$ cat src/rtl/lowest_free_key_table_core_assert.svh
// Assertion macros for the lowest free key table core.
// The assertions run on clk and are disabled while arst_n is low.
`ifndef LOWEST_FREE_KEY_TABLE_CORE_ASSERT_SVH
`define LOWEST_FREE_KEY_TABLE_CORE_ASSERT_SVH
`ifndef SYNTHESIS
`define LFKT_ASSERT_IMP(lbl, ante, cons) \
	lbl: assert property (@(posedge clk) disable iff (!arst_n) (ante) |-> (cons)) \
	else $error("lowest_free_key_table_core: assertion failed");
`define LFKT_ASSERT_NXT(lbl, ante, cons) \
	lbl: assert property (@(posedge clk) disable iff (!arst_n) (ante) |=> (cons)) \
	else $error("lowest_free_key_table_core: assertion failed");
`else
`define LFKT_ASSERT_IMP(lbl, ante, cons)
`define LFKT_ASSERT_NXT(lbl, ante, cons)
`endif
`endif

$ cat src/rtl/lfkt_pkg.sv
`timescale 1ns / 1ps
package lfkt_pkg;

	localparam int unsigned ENTRIES    = 256;
	localparam int unsigned VALUE_BITS = 32;

	// key space is padded to a power of two; padding slots read as occupied
	localparam int unsigned KEY_BITS  = ($clog2(ENTRIES) < 2) ? 2 : $clog2(ENTRIES);
	localparam int unsigned SLOT_SPAN = 1 << KEY_BITS;
	localparam int unsigned HI_BITS   = KEY_BITS / 2;
	localparam int unsigned LO_BITS   = KEY_BITS - HI_BITS;
	localparam int unsigned HI_SIZE   = 1 << HI_BITS;
	localparam int unsigned LO_SIZE   = 1 << LO_BITS;
	localparam int unsigned RAM_DEPTH = SLOT_SPAN;

	localparam logic [1:0] OP_INSERT = 2'd0;
	localparam logic [1:0] OP_LOOKUP = 2'd1;
	localparam logic [1:0] OP_REMOVE = 2'd2;
	localparam logic [1:0] OP_CLEAR  = 2'd3;

	localparam logic [1:0] ST_OK         = 2'd0;
	localparam logic [1:0] ST_FULL       = 2'd1;
	localparam logic [1:0] ST_EMPTY_KEY  = 2'd2;
	localparam logic [1:0] ST_ZERO_VALUE = 2'd3;

	typedef logic [KEY_BITS-1:0]   key_idx_t;
	typedef logic [HI_BITS-1:0]    hi_idx_t;
	typedef logic [LO_BITS-1:0]    lo_idx_t;
	typedef logic [VALUE_BITS-1:0] val_t;

	typedef struct packed {
		logic [1:0]  opcode;
		logic [7:0]  key;
		logic [31:0] value;
	} req_t;

	typedef struct packed {
		logic [7:0]  assigned_key;
		logic [31:0] read_value;
		logic [1:0]  status;
	} rsp_t;

	typedef struct packed {
		logic    found;
		lo_idx_t idx;
	} enc_res_t;

	function automatic val_t in_value(logic [31:0] v);
		logic [VALUE_BITS+31:0] w;
		w = {{VALUE_BITS{1'b0}}, v};
		return w[VALUE_BITS-1:0];
	endfunction

	function automatic logic [31:0] out_value(val_t v);
		logic [VALUE_BITS+31:0] w;
		w = {32'b0, v};
		return w[31:0];
	endfunction

	function automatic key_idx_t key_index(logic [7:0] k);
		logic [KEY_BITS+7:0] w;
		w = {{KEY_BITS{1'b0}}, k};
		return w[KEY_BITS-1:0];
	endfunction

	function automatic logic [7:0] out_key(key_idx_t k);
		logic [KEY_BITS+7:0] w;
		w = {8'b0, k};
		return w[7:0];
	endfunction

	function automatic logic key_in_range(logic [7:0] k);
		return {24'b0, k} < 32'(ENTRIES);
	endfunction

endpackage

$ cat src/rtl/lfkt_lzenc.sv
`timescale 1ns / 1ps
// lowest clear bit of one group; shared by both search steps
module lfkt_lzenc (
	input  logic [lfkt_pkg::LO_SIZE-1:0] bits,
	output lfkt_pkg::enc_res_t           res
);

	always_comb begin
		res.found = ~&bits;
		res.idx   = '0;
		for (int i = lfkt_pkg::LO_SIZE - 1; i >= 0; i--) begin
			if (!bits[i]) begin
				res.idx = lfkt_pkg::lo_idx_t'(i);
			end
		end
	end

endmodule

$ cat config.mk
export PLATFORM = sky130hd
export DESIGN_NAME = lfkt_lzenc
export DESIGN_NICKNAME = d
export VERILOG_FILES = /design/src/rtl/lowest_free_key_table_core_assert.svh /design/src/rtl/lfkt_pkg.sv /design/src/rtl/lfkt_lzenc.sv
export SDC_FILE = /design/constraint.sdc
export NUM_CORES = 1
export LEC_CHECK = 0
export BUFFER_PORTS_ARGS = -buffer_cell sky130_fd_sc_hd__buf_2
export CAP_MARGIN = 10
export CORE_AREA = 2 2 39 41
export DETAILED_ROUTE_END_ITERATION = 7
export DIE_AREA = 0 0 41 43
export PLACE_DENSITY = 0.45
export SLEW_MARGIN = 25
export SYNTH_ARGS = -nofsm -noshare
export SYNTH_HDL_FRONTEND = slang
export SYNTH_SLANG_ARGS = --single-unit
export TNS_END_PERCENT = 100
$ cat constraint.sdc
create_clock -name vclk -period 0.8
set_input_delay 0.08 -clock vclk [all_inputs]
set_output_delay 0.08 -clock vclk [all_outputs]
set_load 0.005 [all_outputs]
==> impl_metrics.tcl <==
set metrics [dict create \
    run_status "finished clean" \
    power.density_nw_per_um2 399 \
    place_area_um2 299 \
    vias 319 \
    fp-row-count 14 \
    die_area_um2 1760 \
    final_common_cell "buf_2" \
    first_global_vias 269 \
    multi_input_area_um2 175 \
    p_leak_nw 0.178 \
    grt_pass1_wl_um 945 \
    ant_nets 0 \
    drv_cap 0 \
    grtUsageTotal_pct 7.09 \
    die_width_um 41 \
    rsz0062_at_grt "yes" \
    yosys_warnings 0 \
    syn_area_um2 166 \
    ir_drop_mv 0.146 \
    end_kind "output pin" \
    critPathMaxFanout 3 \
    finish.instance_area_um2 378 \
    die_height_um 43 \
    nFillCells 157 \
    fmax_mhz 1260 \
    crit_top_cell "o21ai_1" \
    dp_cells 72 \
    finalPower_w 0.000151 \
    nets 75 \
    viasPerCell 4.37 \
    io_buffers 21 \
    worst_pin_slew_ns 0.224 \
    tns_ns 0 \
    relSlewSlack_pct 84.9 \
    path_cells "buf_8 > inv_2 > o21ai_1 > a311oi_1 > o21ai_1 > buf_2" \
    crit_type "primary input to output pin" \
    yosysSeqAreaShare_pct 0 \
    cp_top_family "compound AO/OA/AOI/OAI gates" \
    min_delay_path_depth 4 \
    firstDrtPassIters 2 \
    wire_per_inst_um 8.48 \
    synth_cell_types 13 \
    setup_violations 0 \
    fin_cells 73 \
    slowest_stage "a311oi_1" \
    wirelength_um 619 \
    nFlopsAndLatches 0 \
    synth_nets 50 \
    drt_iter0_drc 1 \
    synthCells 34 \
    crit_arrival_ns 0.71 \
    area_delta_synth_final_pct 127 \
    dp_hpwl_um 547 \
    seq_area_um2 0 \
    place_ws_ns -0.0820 \
    num_antenna_cells 0 \
    initial_core_util_pct 12.0 \
    drive_gt1_share_pct 50.9 \
    finalHoldViolCount 0 \
    hold_class "primary input to output pin" \
    period_share_pct 99.4 \
    nClkBuffers 0 \
    grt.overflow.total 0 \
    min_from "bits[0]" \
    pin_count 21 \
    max_stage_delay_ns 0.25 \
    worstSetupStartpointType "primary input" \
    setup_ws_ns 0.00514 \
    min_to "res[0]" \
    antenna_found_initial 0 \
    grt_max_degree 6 \
    gp_congestion 0.725 \
    final_cell_mix "14 x buf_2, 7 x nand2_1" \
    cp_num_buf_inv 3 \
    avgSynthCellArea_um2 4.89 \
    cp.required_ns 0.72 \
    coreArea_um2 1380 \
    drc 0 \
    fin_crit_ns 0.795 \
    drv_slew 0 \
    cts_hold_buffers 0 \
]
-- cell type report --
| type | instances | area share [%] |
|---|---|---|
| multi-input combinational | 30 | 46.4 |
| inverter | 4 | 3.97 |
| timing repair buffer | 23 | 44.4 |
| tap | 16 | 5.30 |
-- report_power, final --
| part | switching (W) | internal (W) | leakage (nW) |
|---|---|---|---|
| clock network | 0 | 0 | 0 |
| registers | 0 | 0 | 0 |
| logic | 0.0000671 | 0.0000838 | 0.178 |
| total | 0.0000671 | 0.0000838 | 0.178 |
-- kinds of logic (layout without fill, tap and decap cells) --
group	after synthesis	after routing	share of synthesized area, %
AND/OR/NAND/NOR	19	19	52.6
buffers and inverters	4	27	9.02
AO/OA/AOI/OAI	11	11	38.3
-- cell usage after synthesis --
cell      instances  area [um^2]
nand3_1           1         5.00
nand2_1           7         26.3
o21ai_1           2         10.0
o21ai_0           3         15.0
a311oi_1          1         8.76
a21oi_1           2         10.0
nand2_2           1         6.26
inv_1             4         15.0
a31oi_1           2         12.5
nand4_1           4         25.0
nor3_1            2         10.0
o21a_1            1         7.51
nor2_1            4         15.0
-- through the flow --
step,hold slack [ns],utilization [%]
global placement,0.525,21.6
CTS,0.524,25.7
global route,0.534,27.3
finish,0.507,27.3
floorplan,0.254,-
detailed placement,0.524,21.6
-- per-layer routing --
| metal | routed length, um | GRT usage (%) | share of wire, % | up-vias |
|---|---|---|---|---|
| met1 | 269 | 8.54 | 43 | 136 |
| li1 | - | - | - | 172 |
| met4 | 0 | 0 | 0 | 0 |
| met5 | 0 | 0 | 0 | - |
| met3 | 47 | 0 | 7.6 | 0 |
| met2 | 303 | 13.8 | 49 | 11 |
-- how the worst max path moves through the flow --
| stage | startpoint | end | cells after the start |
|---|---|---|---|
| after floorplan | bits[14] | res[0] | 4 |
| after global placement | bits[14] | res[0] | 6 |
| after detailed placement | bits[14] | res[0] | 6 |
| after CTS | bits[15] | res[2] | 6 |
| after global routing | bits[12] | res[2] | 6 |
| final | bits[10] | res[0] | 6 |
-- repair_timing --
action / CTS / global route
resized for setup: 12 / 5
setup buffers: 1 / 0
endpoints found under the setup margin: 5 / 5
pin swaps: 9 / 6
Power figures use the tool's default switching activity.
